--- config.mk ---
export PLATFORM = sky130hd
export DESIGN_NAME = calorimeter_trigger_jet_ht_combiner
export DESIGN_NICKNAME = d
export VERILOG_FILES = /design/src/rtl/core/ctjh_pkg.sv /design/src/rtl/core/ctjh_cfg_regs.sv /design/src/rtl/core/ctjh_combine.sv /design/src/rtl/core/calorimeter_trigger_jet_ht_combiner.sv
export VERILOG_INCLUDE_DIRS = /design/src /design/src/rtl/core
export SDC_FILE = /design/constraint.sdc
export NUM_CORES = 1
export LEC_CHECK = 0
export CORE_ASPECT_RATIO = 0.5
export CORE_UTILIZATION = 35
export DETAILED_ROUTE_END_ITERATION = 7
export DONT_BUFFER_PORTS = 1
export GPL_TIMING_DRIVEN = 0
export PLACE_DENSITY_LB_ADDON = 0.2
export SETUP_SLACK_MARGIN = 0.3
export SYNTH_ARGS = -nofsm -noshare
export SYNTH_HDL_FRONTEND = slang
export SYNTH_HIERARCHICAL = 1
export SYNTH_SLANG_ARGS = --single-unit
export TNS_END_PERCENT = 5
--- constraint.sdc ---
create_clock -name i_clk -period 7.2 [get_ports i_clk]
set_input_delay 0.72 -clock i_clk [delete_from_list [all_inputs] [get_ports i_clk]]
set_output_delay 0.72 -clock i_clk [all_outputs]
set_load 0.01 [all_outputs]
--- src/rtl/core/calorimeter_trigger_jet_ht_combiner_macros.svh ---
// Assertion macros for the jet and high-tower trigger combiner.
`ifndef CALORIMETER_TRIGGER_JET_HT_COMBINER_MACROS_SVH
`define CALORIMETER_TRIGGER_JET_HT_COMBINER_MACROS_SVH

// Same-cycle implication, disabled in reset.
`define CTJH_ASSERT_SAME(lbl, ante, cons) \
    lbl: assert property (@(posedge i_clk) disable iff (!i_rst_n) (ante) |-> (cons)) \
        else $error("ctjh assertion failed");

// Next-cycle implication, disabled in reset.
`define CTJH_ASSERT_NEXT(lbl, ante, cons) \
    lbl: assert property (@(posedge i_clk) disable iff (!i_rst_n) (ante) |=> (cons)) \
        else $error("ctjh assertion failed");

`endif

--- src/rtl/core/ctjh_pkg.sv ---
// Package: types, constants and register codes of the jet/HT trigger combiner.
`timescale 1ns / 1ps
package ctjh_pkg;

    localparam int WORD_W     = 16;
    localparam int NUM_WORDS  = 8;
    localparam int THR_W      = 8;
    localparam int SUM_W      = 6;
    localparam int HSUM_W     = SUM_W + 1;
    localparam int OUT_W      = 13;
    localparam int PADDR_W    = 4;
    localparam int PDATA_W    = 32;

    localparam int SUM_LSB    = 6;
    localparam int BHT_LSB    = 12;
    localparam int HTTP_BIT   = 15;
    localparam int EID_LSB    = 12;
    localparam int EHT_LSB    = 14;
    localparam int ETP_LSB    = 2;

    localparam int IDX_ENDCAP_A = 6;
    localparam int IDX_ENDCAP_B = 7;

    localparam logic [1:0] REG_THR_LOW  = 2'd0;
    localparam logic [1:0] REG_THR_MID  = 2'd1;
    localparam logic [1:0] REG_THR_HIGH = 2'd2;
    localparam logic [1:0] REG_PAIR_SEL = 2'd3;

    localparam logic [1:0] ID_NONE  = 2'd0;
    localparam logic [1:0] ID_FIRST = 2'd1;
    localparam logic [1:0] ID_SECOND = 2'd2;
    localparam logic [1:0] ID_THIRD = 2'd3;

    localparam logic PAIR_BACK_TO_BACK = 1'b0;

    typedef logic [WORD_W-1:0] t_word;
    typedef logic [NUM_WORDS-1:0][WORD_W-1:0] t_words;

    typedef struct packed {
        logic [THR_W-1:0] thr_low;
        logic [THR_W-1:0] thr_mid;
        logic [THR_W-1:0] thr_high;
        logic             pair_sel;
    } t_cfg;

    function automatic logic [SUM_W-1:0] field_sum(input t_word w);
        field_sum = w[SUM_LSB +: SUM_W];
    endfunction

endpackage

--- src/rtl/core/ctjh_cfg_regs.sv ---
// APB-style configuration register file of the trigger combiner.
`timescale 1ns / 1ps
module ctjh_cfg_regs
    import ctjh_pkg::*;
(
    input  logic               i_clk,
    input  logic               i_rst_n,
    input  logic               psel,
    input  logic               penable,
    input  logic               pwrite,
    input  logic [PADDR_W-1:0] paddr,
    input  logic [PDATA_W-1:0] pwdata,
    output logic [PDATA_W-1:0] prdata,
    output logic               pready,
    output t_cfg               o_cfg
);

    t_cfg       r_cfg;
    t_cfg       n_cfg;
    logic       wr_en;
    logic [1:0] reg_idx;

    assign pready  = 1'b1;
    assign wr_en   = psel && penable && pwrite && pready;
    assign reg_idx = paddr[PADDR_W-1:2];

    always_comb begin
        n_cfg = r_cfg;
        if (wr_en) begin
            unique case (reg_idx)
                REG_THR_LOW:  n_cfg.thr_low  = pwdata[THR_W-1:0];
                REG_THR_MID:  n_cfg.thr_mid  = pwdata[THR_W-1:0];
                REG_THR_HIGH: n_cfg.thr_high = pwdata[THR_W-1:0];
                REG_PAIR_SEL: n_cfg.pair_sel = pwdata[0];
                default:      n_cfg = r_cfg;
            endcase
        end
    end

    always_ff @(posedge i_clk) begin
        if (!i_rst_n) begin
            r_cfg <= '0;
        end else begin
            r_cfg <= n_cfg;
        end
    end

    always_comb begin
        unique case (reg_idx)
            REG_THR_LOW:  prdata = {{(PDATA_W-THR_W){1'b0}}, r_cfg.thr_low};
            REG_THR_MID:  prdata = {{(PDATA_W-THR_W){1'b0}}, r_cfg.thr_mid};
            REG_THR_HIGH: prdata = {{(PDATA_W-THR_W){1'b0}}, r_cfg.thr_high};
            REG_PAIR_SEL: prdata = {{(PDATA_W-1){1'b0}}, r_cfg.pair_sel};
            default:      prdata = '0;
        endcase
    end

    assign o_cfg = r_cfg;

endmodule

--- src/rtl/core/ctjh_combine.sv ---
// Combinational trigger logic: hybrid jet sums, thresholds, HT ORs, JP levels, HT.TP pairs.
`timescale 1ns / 1ps
module ctjh_combine
    import ctjh_pkg::*;
(
    input  t_words           i_words,
    input  t_cfg             i_cfg,
    output logic [OUT_W-1:0] o_trigger_word
);

    logic [HSUM_W-1:0] sum_a;
    logic [HSUM_W-1:0] sum_b;
    logic [2:0]        ht_b;
    logic [1:0]        ht_e;
    logic              jpb_ge1, jpb_ge2, jpb_ge3;
    logic              jpe_ge1, jpe_ge2, jpe_ge3;
    logic [2:0]        thr_hit;
    logic [1:0]        thr_cnt;
    logic [5:0]        hour;
    logic              b2b, nonadj, http;

    function automatic logic [HSUM_W-1:0] hybrid_sum(input t_word e, input t_word b0,
                                                     input t_word b1, input t_word b2);
        logic [SUM_W-1:0] add;
        case (e[EID_LSB +: 2])
            ID_FIRST:  add = field_sum(b0);
            ID_SECOND: add = field_sum(b1);
            ID_THIRD:  add = field_sum(b2);
            default:   add = '0;
        endcase
        hybrid_sum = {1'b0, field_sum(e)} + {1'b0, add};
    endfunction

    assign sum_a = hybrid_sum(i_words[IDX_ENDCAP_A], i_words[3], i_words[4], i_words[5]);
    assign sum_b = hybrid_sum(i_words[IDX_ENDCAP_B], i_words[0], i_words[1], i_words[2]);

    always_comb begin
        ht_b    = '0;
        jpb_ge1 = 1'b0;
        jpb_ge2 = 1'b0;
        jpb_ge3 = 1'b0;
        for (int i = 0; i < 6; i++) begin
            ht_b = ht_b | i_words[i][BHT_LSB +: 3];
            for (int j = 0; j < 3; j++) begin
                jpb_ge1 = jpb_ge1 | (|i_words[i][2*j +: 2]);
                jpb_ge2 = jpb_ge2 | i_words[i][2*j+1];
                jpb_ge3 = jpb_ge3 | (&i_words[i][2*j +: 2]);
            end
        end
    end

    assign ht_e    = i_words[IDX_ENDCAP_A][EHT_LSB +: 2] | i_words[IDX_ENDCAP_B][EHT_LSB +: 2];
    assign jpe_ge1 = (|i_words[IDX_ENDCAP_A][1:0]) | (|i_words[IDX_ENDCAP_B][1:0]);
    assign jpe_ge2 = i_words[IDX_ENDCAP_A][1] | i_words[IDX_ENDCAP_B][1];
    assign jpe_ge3 = (&i_words[IDX_ENDCAP_A][1:0]) | (&i_words[IDX_ENDCAP_B][1:0]);

    // hours ordered 4, 6, 8, 10, 12, 2 o'clock
    always_comb begin
        for (int i = 0; i < 3; i++) begin
            hour[i]   = i_words[i+3][HTTP_BIT] | i_words[IDX_ENDCAP_A][ETP_LSB+i];
            hour[i+3] = i_words[i][HTTP_BIT]   | i_words[IDX_ENDCAP_B][ETP_LSB+i];
        end
    end

    assign b2b = (hour[0] & hour[3]) | (hour[1] & hour[4]) | (hour[2] & hour[5]);

    always_comb begin
        nonadj = 1'b0;
        for (int i = 0; i < 6; i++) begin
            for (int j = 0; j < 6; j++) begin
                if ((j - i >= 2) && (j - i <= 4)) begin
                    nonadj = nonadj | (hour[i] & hour[j]);
                end
            end
        end
    end

    assign http = (i_cfg.pair_sel == PAIR_BACK_TO_BACK) ? b2b : nonadj;

    assign thr_hit[0] = ({1'b0, sum_a} > i_cfg.thr_low)  || ({1'b0, sum_b} > i_cfg.thr_low);
    assign thr_hit[1] = ({1'b0, sum_a} > i_cfg.thr_mid)  || ({1'b0, sum_b} > i_cfg.thr_mid);
    assign thr_hit[2] = ({1'b0, sum_a} > i_cfg.thr_high) || ({1'b0, sum_b} > i_cfg.thr_high);
    assign thr_cnt    = {1'b0, thr_hit[0]} + {1'b0, thr_hit[1]} + {1'b0, thr_hit[2]};

    // max(count, jp_b, jp_e) > k iff any of them > k
    assign o_trigger_word[2:0]  = ht_b;
    assign o_trigger_word[3]    = http;
    assign o_trigger_word[5:4]  = ht_e;
    assign o_trigger_word[6]    = jpb_ge2;
    assign o_trigger_word[7]    = jpb_ge3;
    assign o_trigger_word[8]    = (|thr_cnt) | jpb_ge1 | jpe_ge1;
    assign o_trigger_word[9]    = thr_cnt[1] | jpb_ge2 | jpe_ge2;
    assign o_trigger_word[10]   = (&thr_cnt) | jpb_ge3 | jpe_ge3;
    assign o_trigger_word[11]   = jpe_ge2;
    assign o_trigger_word[12]   = jpe_ge3;

endmodule

--- src/rtl/core/calorimeter_trigger_jet_ht_combiner.sv ---
// Top level: input register, trigger logic and output register of the jet/HT combiner.
// One transfer per clock is sustained while i_stall stays low; each item passes from its
// input transfer through the input register and one combinational pass to the result
// register. A result held by i_stall does not block the input register, so one more
// item is taken before o_stall rises.
// Registers: 0x0 threshold low, 0x4 threshold mid, 0x8 threshold high (8 bits, strictly
// greater counts), 0xC pair select (0 back-to-back, 1 non-adjacent). All reset to 0.
`timescale 1ns / 1ps
`include "calorimeter_trigger_jet_ht_combiner_macros.svh"
module calorimeter_trigger_jet_ht_combiner
    import ctjh_pkg::*;
(
    input  logic               i_clk,
    input  logic               i_rst_n,
    input  logic               i_valid,
    output logic               o_stall,
    input  logic [WORD_W-1:0]  i_barrel_word_0,
    input  logic [WORD_W-1:0]  i_barrel_word_1,
    input  logic [WORD_W-1:0]  i_barrel_word_2,
    input  logic [WORD_W-1:0]  i_barrel_word_3,
    input  logic [WORD_W-1:0]  i_barrel_word_4,
    input  logic [WORD_W-1:0]  i_barrel_word_5,
    input  logic [WORD_W-1:0]  i_endcap_word_a,
    input  logic [WORD_W-1:0]  i_endcap_word_b,
    output logic               o_valid,
    input  logic               i_stall,
    output logic [OUT_W-1:0]   o_trigger_word,
    input  logic               psel,
    input  logic               penable,
    input  logic               pwrite,
    input  logic [PADDR_W-1:0] paddr,
    input  logic [PDATA_W-1:0] pwdata,
    output logic [PDATA_W-1:0] prdata,
    output logic               pready
);

    t_cfg             cfg;
    t_words           r_words;
    logic             r_s1_valid;
    logic             n_s1_valid;
    logic             r_out_valid;
    logic [OUT_W-1:0] r_trig;
    logic [OUT_W-1:0] trig;
    logic             out_free;
    logic             s1_adv;
    logic             in_xfer;

    ctjh_cfg_regs u_cfg (
        .i_clk   (i_clk),
        .i_rst_n (i_rst_n),
        .psel    (psel),
        .penable (penable),
        .pwrite  (pwrite),
        .paddr   (paddr),
        .pwdata  (pwdata),
        .prdata  (prdata),
        .pready  (pready),
        .o_cfg   (cfg)
    );

    ctjh_combine u_comb (
        .i_words        (r_words),
        .i_cfg          (cfg),
        .o_trigger_word (trig)
    );

    assign out_free = !r_out_valid || !i_stall;
    assign s1_adv   = r_s1_valid && out_free;
    assign o_stall  = r_s1_valid && !out_free;
    assign in_xfer  = i_valid && !o_stall;

    always_comb begin
        if (in_xfer) begin
            n_s1_valid = 1'b1;
        end else if (s1_adv) begin
            n_s1_valid = 1'b0;
        end else begin
            n_s1_valid = r_s1_valid;
        end
    end

    always_ff @(posedge i_clk) begin
        if (!i_rst_n) begin
            r_s1_valid  <= 1'b0;
            r_out_valid <= 1'b0;
        end else begin
            r_s1_valid <= n_s1_valid;
            if (out_free) begin
                r_out_valid <= r_s1_valid;
            end
        end
    end

    always_ff @(posedge i_clk) begin
        if (in_xfer) begin
            r_words <= {i_endcap_word_b, i_endcap_word_a, i_barrel_word_5, i_barrel_word_4,
                        i_barrel_word_3, i_barrel_word_2, i_barrel_word_1, i_barrel_word_0};
        end
        if (s1_adv) begin
            r_trig <= trig;
        end
    end

    assign o_valid        = r_out_valid;
    assign o_trigger_word = r_trig;

    `CTJH_ASSERT_NEXT(a_in_lands, in_xfer, r_s1_valid)
    `CTJH_ASSERT_NEXT(a_s1_held, r_s1_valid && !s1_adv, r_s1_valid)
    `CTJH_ASSERT_NEXT(a_s1_to_out, s1_adv, o_valid)
    `CTJH_ASSERT_SAME(a_no_stall_empty, !r_out_valid || !r_s1_valid, !o_stall)

endmodule
## Yosys cells after proc, flatten, opt, wreduce, memory -nomap -nowiden

Index checks and enable logic that the tools add are counted.

- Add/subtract/negate cells: 4
- $lt $le $gt $ge: 6
- Equal/unequal tests: 9
- Multiplexer cells: 6
- Bitwise operators: 91
- Reduce and logical (&&, ||, !) cells: 61

Operators by type and width:

| kind | number |
|---|---|
| 32-bit case mux with 4 select lines | 1 |
| 1-bit bitwise OR | 76 |
| 2-bit AND reduction | 25 |
| 7-bit by 8-bit > comparator with 1-bit output | 6 |
| 2-bit OR reduction | 21 |
| 6-bit case mux with 3 select lines | 2 |
| 3-bit bitwise OR | 5 |
| 6-bit by 6-bit adder with 7-bit output | 2 |
| 2-bit equality test, second input constant | 6 |
| 1-bit bitwise AND | 9 |
| 2-bit by 1-bit equality test with 1-bit output, second input constant | 3 |
| 1-bit logical AND | 5 |
| 1-bit logical NOT | 4 |
| 1-bit logical OR | 4 |
| 1-bit two-way mux | 3 |
| 1-bit by 1-bit adder with 2-bit output | 1 |
| 2-bit by 1-bit adder with 2-bit output | 1 |
| 2-bit logical NOT | 1 |
| 2-bit bitwise OR | 1 |
| 2-bit nonzero test | 1 |

- Register bits: 168
- Input port bits: 171
- Output and inout port bits: 48
- Word-level logic and storage cells: 192

## Depth between registers and ports, before layout

Gate-level depths: netlist (run 1).

- Depth in word-level cells: 20
- Gate-level depth with buffers: 18
- Mapped depth without buffers: 17

## Modules after synthesis

Netlist (run 1), hierarchy kept.

By module, submodules not included:

| module | times used | cells each | area an instance (sq um) | sequential area each (sq um) |
|---|---|---|---|---|
| calorimeter_trigger_jet_ht_combiner | 1 | 149 | 4317.9 | 4274.1 |
| ctjh_combine | 1 | 279 | 2149.6 | 0.0 |
| ctjh_cfg_regs | 1 | 146 | 1318.8 | 500.5 |

## Worst setup path before layout (run 1)

Ideal clock, no wire load.

- Path kind: input-to-reg
- Start: input port i_stall
- End: register r_words[0] (netlist name) (enable)
- Setup time: 0.632 ns
- Arrival time: 6.574 ns
- Data required time: 6.568 ns
- Path slack: -0.006 ns
- Stages: 2
- Buffers on the path: 0
- Cells stage by stage: and3_4 -> nor2b_1

- Cells in the longest elaborated chain, start to end: 6

Ends and longest elaborated chain:

| what | line | text |
|---|---|---|
| from (decl) | calorimeter_trigger_jet_ht_combiner.sv:26 | `input logic i_stall,` |
| 1-bit logical NOT | calorimeter_trigger_jet_ht_combiner.sv:67 | `assign out_free = !r_out_valid \|\| !i_stall;` |
| 1-bit logical OR | calorimeter_trigger_jet_ht_combiner.sv:67 |  |
| 1-bit logical NOT | calorimeter_trigger_jet_ht_combiner.sv:69 | `assign o_stall = r_s1_valid && !out_free;` |
| 1-bit logical AND | calorimeter_trigger_jet_ht_combiner.sv:69 |  |
| 1-bit logical NOT | calorimeter_trigger_jet_ht_combiner.sv:70 | `assign in_xfer = i_valid && !o_stall;` |
| 1-bit logical AND | calorimeter_trigger_jet_ht_combiner.sv:70 |  |
| via in_xfer | calorimeter_trigger_jet_ht_combiner.sv:46 | `logic in_xfer;` |
| to (signal assigned) | calorimeter_trigger_jet_ht_combiner.sv:96 | `r_words <= {i_endcap_word_b, i_endcap_word_a, i_barrel_word_5, i_barrel_word_4,` |
| to (decl) | calorimeter_trigger_jet_ht_combiner.sv:38 | `t_words r_words;` |

The timed path passes the listed nets, and every way through them passes these cells.
A chain may end at the register's enable or synchronous reset.

## Worst setup path in the final report (run 1)

- Start: register r_words[108] (netlist name)
- End: register r_trig[8], in the netlist o_trigger_word[8], data pin

- Cells in the longest elaborated chain, start to end: 10
- Elaborated cells between the ends (all ways): 16
- Classes of those cells: 3 x add/sub; 3 x order compare; 3 x eq/ne; 1 x mux; 2 x bitwise; 4 x reduce/logical

Ends and longest elaborated chain:

| what | line | text |
|---|---|---|
| 2-bit equality test / 2-bit by 1-bit equality test with 1-bit output (equally long branches) | ctjh_combine.sv:25 | `case (e[EID_LSB +: 2])` |
| 6-bit case mux with 3 select lines * | ctjh_combine.sv:25 |  |
| 6-bit by 6-bit adder with 7-bit output * | ctjh_combine.sv:31 | `hybrid_sum = {1'b0, field_sum(e)} + {1'b0, add};` |
| 7-bit by 8-bit > comparator with 1-bit output, on equally long branches | ctjh_combine.sv:80, ctjh_combine.sv:81 |  |
| 1-bit logical OR, on equally long branches | ctjh_combine.sv:80, ctjh_combine.sv:81 |  |
| 1-bit by 1-bit adder with 2-bit output | ctjh_combine.sv:83 | `assign thr_cnt = {1'b0, thr_hit[0]} + {1'b0, thr_hit[1]} + {1'b0, thr_hit[2]};` |
| 2-bit by 1-bit adder with 2-bit output * | ctjh_combine.sv:83 |  |
| 2-bit OR reduction * | ctjh_combine.sv:91 | `assign o_trigger_word[8] = (\|thr_cnt) \| jpb_ge1 \| jpe_ge1;` |
| 1-bit bitwise OR * (2 in a row) | ctjh_combine.sv:91 |  |
| via trig[8] | calorimeter_trigger_jet_ht_combiner.sv:43 | `logic [OUT_W-1:0] trig;` |
| to (signal assigned) | calorimeter_trigger_jet_ht_combiner.sv:100 | `r_trig <= trig;` |
| to (decl) | calorimeter_trigger_jet_ht_combiner.sv:42 | `logic [OUT_W-1:0] r_trig;` |

The timed path passes the listed nets; every way through them passes the cells marked *.

==> results of run 1 <==
==> layer usage <==
| metal | GRT usage (%) | share of wire (%) |
|---|---|---|
| met5 | 0 | 0 |
| met1 | 18.7 | 43 |
| met3 | 5.59 | 5.6 |
| met2 | 26.6 | 50 |
| met4 | 5.28 | 1.1 |
==> flip-flops by register name, indices dropped and copies added (netlist names) <==
| name | count |
|---|---|
| r_s1_valid | 1 |
| r_words | 126 |
| u_cfg/o_cfg | 25 |
| o_valid | 1 |
| o_trigger_word | 13 |
==> worst reg2reg max path: cells and delay by family (launching register included) <==
family	cells	cell delay, ns
buffers and inverters	1	0.32
adder cells (fa/ha/maj)	3	1.22
flip-flops	1	0.32
AO/OA/AOI/OAI	7	1.53
AND/OR/NAND/NOR	6	1.48
==> metrics by stage <==
| stage | std cells | instance area (sq um) | total power [W] | hold WS, ns | worst slack [ns] |
|---|---|---|---|---|---|
| 6_report | 925 | 8820 | 0.00228 | 0.381 | 2.05 |
| 5_1_grt | 924 | 8820 | 0.00240 | 0.346 | 1.57 |
| 4_1_cts | 923 | 8820 | 0.00231 | 0.351 | 2.00 |
| 3_5_place_dp | 891 | 8260 | 0.00144 | 0.469 | 2.02 |
| 3_3_place_gp | 887 | 8180 | 0.00143 | 0.460 | 1.32 |
| 2_1_floorplan | 595 | 7820 | 0.00136 | 0.447 | 2.56 |
==> worst paths after layout <==
path	from	endpoint	depth (start not counted)
max	r_words[108]	o_trigger_word[8]	17
min	i_barrel_word_0[9]	r_words[9]	0
max reg2reg	r_words[108]	o_trigger_word[8]	17
min reg2reg	u_cfg/o_cfg[2]	u_cfg/o_cfg[2]	2
==> power by group through the flow <==
stage | clock network [W] | logic [W] | registers (W)
final | 0.000859 | 0.000307 | 0.00111
after global routing | 0.000924 | 0.000354 | 0.00112
after CTS | 0.000888 | 0.000311 | 0.00111
after detailed placement | 0 | 0.000307 | 0.00114
after global placement | 0 | 0.000292 | 0.00114
after floorplan | 0 | 0.000228 | 0.00113
==> layout make-up <==
type                            instances  area [sq um]  share of cell area (%)
Sequential cell                       166          4710                    53.4
Multi-Input combinational cell        357          2720                    30.8
Clock buffer                           20           437                    4.95
Tap cell                              292           365                    4.14
Buffer                                 40           274                    3.11
Inverter                               32           120                    1.36
Clock inverter                         12           119                    1.35
Timing Repair Buffer                    4          71.3                   0.809
Antenna cell                            2          5.00                  0.0567
==> cell usage in the layout, fill, tap and decap left out, drive strengths merged, types with 9 or more instances in the layout <==
| cell type | count |
|---|---|
| edfxtp | 139 |
| ha | 54 |
| nand2 | 52 |
| buf | 38 |
| inv | 36 |
| mux2i | 31 |
| dfxtp | 27 |
| clkbuf | 26 |
| conb | 25 |
| a21oi | 19 |
| a22o | 16 |
| o21ai | 15 |
| nand3 | 15 |
| mux2 | 12 |
| nor4 | 12 |
| nor2 | 9 |
==> summary.txt, run 1 <==
Route
  – First drt pass iteration count: 5
  – WL/cell: 18.3 microns
  – DR iter-0 viols: 241
  – Vias post-DR: 4535
  – Vias per cell: 4.90
  – Wirelength, routed: 16900 microns
  – Residual DRC count: 0
  – Count of antenna-violating nets left after detailed routing: 0

Pwr
  – Clock power share: 37.7%
  – Power Internal: 0.00171 W
  – Static Leak: 3.24 nW
  – Pwr/cell area: 259 nW/um^2
  – Net Sw Power: 0.000575 W
  – Power share of the combinational group: 13.4%
  – Max VDD drop: 208 uV
  – Sw frac: 25.2%
  – Flop pwr share: 48.9%

Place
  – PortBufs: 0
  – Gpl congestion: 0.857
  – DP HPWL: 13100 microns

Min path
  – Type of the worst min-delay path: input pin to flop

Cells and area
  – Ratio of cells with drive above 1 in the final layout: 14.6%
  – Fillcell total: 1960
  – Post-layout util: 41.9%
  – Area Growth Syn to Fin: 14.2%
  – Final nets: 846

Setup path
  – Critical Path AT: 5.32 ns
  – Critical path, cell by cell: clkbuf_1, nor2b_1, a22o_1, ha_1, a21o_1, a21oi_1, or4_1, o2111ai_1, ha_1, and4_1, o21a_1, o311ai_0, a31oi_1, fa_1, nor3_1, nand4_1, or3_1
  – CP required: 7.38 ns
  – Critical-path maximum fanout: 7
  – Critical path class: flop to flop
  – Startpoint Class: flop
  – Most common cell on crit path: ha_1
  – CP max-delay cell: fa_1
  – R2R Setup Slk: 2.05 ns
  – Bufs and invs on worst path: 1
  – CP Capture Type: flop
  – Critical Path Max Stage Delay: 0.58 ns
  – CP top delay family: compound AO/OA/AOI/OAI gates

Job
  – Max-capacitance violation count: 0

GRT
  – GRT Resource Usage Total: 15.8%
  – Initial antenna violation count: 2
  – Global-route wire length before repair: 25900 microns
  – Largest net degree at the start of global routing: 36
  – GRT overflow: 0
  – Vias in the first global route: 4594

Logic synthesis
  – Mapped Avg Cell Area: 13.5 sq um
  – Synthesized cell area: 7730 sq um
  – Syn Inst Count: 572
  – Synth Warn #: 6

Clock tree
  – Clock transition at the registers of the reported paths: 0.07 ns
  – Clk root buf: clkbuf_16
  – Post-CTS Setup Inserts: 0
  – Clk Latency, worst-skew pair: 0.43 ns
  – Total CTS buffers: 17
  – # resized after CTS: 0
  – Hold-fix buffers, CTS: 0
  – TritonCTS clock tree: built
  – Clock sink count: 166
  – CTS Buffer Depth: 2
  – H-tree depth: 4

Die
  – Die area: 22700 sq um
  – Row Count: 37
  – Die height: 107 microns
  – Die width: 212 microns
  – Starting Density: 36.7%
  – CORE AREA: 21100 sq um
  – Top Ports: 219

STA
  – Setup tns final: 0 ns
  – Slew HR: 40.3%
  – Final Max Tran Viols: 0
  – RSZ-0062 raised after global routing: no
  – Fin crit period: 5.15 ns
  – Tcrit/Tclk final: 71.5%
  – Slew of the pin with the lowest slew margin: 0.894 ns
  – Final Hold Viols: 0
  – Setup Viol. Count Final: 0
  – Maximum clock rate: 194 MHz
  – Clock Skew: 0.0127 ns

Run status
  – Outcome: completed
Note: power is estimated with default switching activity, not from simulation.
==> run 2, diff against run 1 <==
clock period = 5.4 ns   (was 7.2 ns; I/O delays follow)
==> run 2 against run 1 <==
Effect of this change:
- sequential power rose by 34%
- clock skew fell by 0.0025 ns
- first-iteration DRC count rose by 4.1%
- die area did not move
- sequential share of layout area fell by 0.30 points
- setup slack got worse by 1.4 ns
- total power rose by 34%
- critical path type unchanged
- largest power group unchanged
- highest routed layer unchanged
==> summary.txt, run 2 (same netlist as run 1, synthesis figures left out) <==
Run status
  – Outcome: completed

Cells and area
  – Ratio of cells with drive above 1 in the final layout: 16.3% (+1.7 points)
  – Max reg flops: 126 (unchanged)
  – Fillcell total: 1958 (-0.10%)
  – Final nets: 846 (unchanged)
  – Most flops, register: r_words
  – Most common cell after layout, fill and taps aside: edfxtp_1
  – Area Growth Syn to Fin: 14.8%
  – Most frequent cells in the layout: edfxtp_1, ha_1, nand2_1

Clock tree
  – Clk Latency, worst-skew pair: 0.43 ns (about the same)
  – H-tree depth: 4 (unchanged)
  – TritonCTS clock tree: built
  – Clk root buf: clkbuf_16
  – Post-CTS Setup Inserts: 0 (unchanged)
  – Clock transition at the registers of the reported paths: 0.07 ns (about the same)
  – Total CTS buffers: 17 (unchanged)
  – Clock sink count: 166 (unchanged)
  – CTS Buffer Depth: 2 (unchanged)

Setup path
  – Worst Reg-to-Reg Cells: 17 (unchanged)
  – Critical path class: flop to flop
  – CP Capture Type: flop
  – CP required: 5.58 ns (-1.80 ns)
  – Startpoint Class: flop
  – Critical-path maximum fanout: 7 (unchanged)
  – Critical Path AT: 4.90 ns (-0.42 ns)

STA
  – Tcrit/Tclk final: 87.5% (+16 points)
  – RSZ-0062 raised after global routing: no
  – Setup tns final: 0 ns (unchanged)
  – Slew of the pin with the lowest slew margin: 0.884 ns (-0.0102 ns)
  – Fin crit period: 4.72 ns (-0.423 ns)
  – Final Max Tran Viols: 0 (unchanged)
  – Maximum clock rate: 212 MHz (+9.0%)
  – Slew HR: 41.0% (+0.68 points)
  – Clock Skew: 0.0102 ns (-0.00254 ns)
  – Final Hold Viols: 0 (unchanged)
  – Setup Viol. Count Final: 0 (unchanged)

Pwr
  – Tot Pwr: 0.00306 W (+34%)
  – Static Leak: 3.27 nW (+0.92%)
  – Max VDD drop: 278 uV (+33%)
  – Pwr/cell area: 345 nW/um^2 (+33%)

GRT
  – Largest net degree at the start of global routing: 36 (unchanged)
  – GRT overflow: 0 (unchanged)
  – Global-route wire length before repair: 25900 microns (about the same)
  – Initial antenna violation count: 2 (unchanged)
  – Vias in the first global route: 4593 (-0.022%)
  – GRT Resource Usage Total: 15.8% (unchanged)

Place
  – PortBufs: 0 (unchanged)
  – DP HPWL: 13100 microns (unchanged)
  – Gpl congestion: 0.857 (unchanged)

Route
  – Vias per cell: 4.92 (+0.33%)
  – First drt pass iteration count: 5 (unchanged)
  – Vias post-DR: 4550 (+0.33%)
  – Residual DRC count: 0 (unchanged)
  – Wirelength, routed: 17000 microns (+0.48%)
  – Count of antenna-violating nets left after detailed routing: 0 (unchanged)
  – WL/cell: 18.4 microns (+0.48%)
  – DR iter-0 viols: 251 (+4.1%)

Die
  – Row Count: 37 (unchanged)
  – Starting Density: 36.7% (unchanged)
  – Top Ports: 219 (unchanged)
  – Die width: 212 microns (unchanged)
  – CORE AREA: 21100 sq um (unchanged)
  – Die area: 22700 sq um (unchanged)
  – Die height: 107 microns (unchanged)

Min path
  – Type of the worst min-delay path: input pin to flop
  – Worst Hold Path Cells: 0 (unchanged)

Job
  – Max-capacitance violation count: 0 (unchanged)
==> run 2: cell counts in the layout (fill, tap and decap cells not counted) <==
Identical to the previous run, type by type.
==> run 2: cell type report <==
type,count,area [sq um],share of cell area (%)
clock inverters,12,119,1.34
flip-flops and latches,166,4710,53.1
plain buffers,40,277,3.12
inverters,32,120,1.35
clock buffers,20,437,4.92
diodes,2,5.00,0.0564
repair buffers,4,71.3,0.804
well taps,292,365,4.12
multi-input cells,357,2760,31.1
==> run 2: final timing paths <==
kind / from / to / slack [ns]
max: r_words[108] / o_trigger_word[8] / 0.68
min: i_barrel_word_0[10] / r_words[10] / 0.20
max reg2reg: r_words[108] / o_trigger_word[8] / 0.68
min reg2reg: u_cfg/o_cfg[2] / u_cfg/o_cfg[2] / 0.48
==> run 2: per-layer routing <==
layer  vias up  track usage [%]  wire, microns
met2       122             26.6           8470
met1      2207             18.7           7340
met5         -                0              0
met3        18             5.59            963
met4         0             5.28            233
li1       2203                -              -
==> run 2: stage by stage <==
stage	std cells	worst slack (ns)	instance area, sq um	hold WS [ns]	util [%]
2_1_floorplan	595	0.898	7820	0.447	-
3_3_place_gp	887	-0.296	8180	0.460	38.8
3_5_place_dp	891	0.216	8260	0.469	39.2
4_1_cts	923	0.312	8820	0.171	41.9
5_1_grt	924	0.309	8870	0.166	42.1
6_report	925	0.675	8870	0.200	42.1
==> run 2: where the power goes <==
part	switching (W)	internal (W)	leakage [nW]	total (W)
sequential	0.0000291	0.00146	1.54	0.00149
combinational	0.000240	0.000181	1.47	0.000421
clock	0.000508	0.000642	0.262	0.00115
==> run 2: critical path, cell delays in order, from the launching register on <==
cell and delay (ns):
edfxtp_1 0.32, clkbuf_2 0.21, mux2_2 0.36, a22o_1 0.18
ha_1 0.20, fa_1 0.40, a21o_1 0.21, a21oi_2 0.19
xnor2_2 0.18, ha_1 0.32, and4_1 0.21, o21a_1 0.11
o311ai_1 0.23, a31oi_1 0.15, fa_1 0.51, nor2_1 0.18
nand4_2 0.12, or3_1 0.38
==> run 2: timing repair <==
| item | CTS | global route |
|---|---|---|
| gates resized for setup | 2 | 12 |
| hold buffers | 0 | 0 |
| setup endpoints to repair | 1 | 1 |
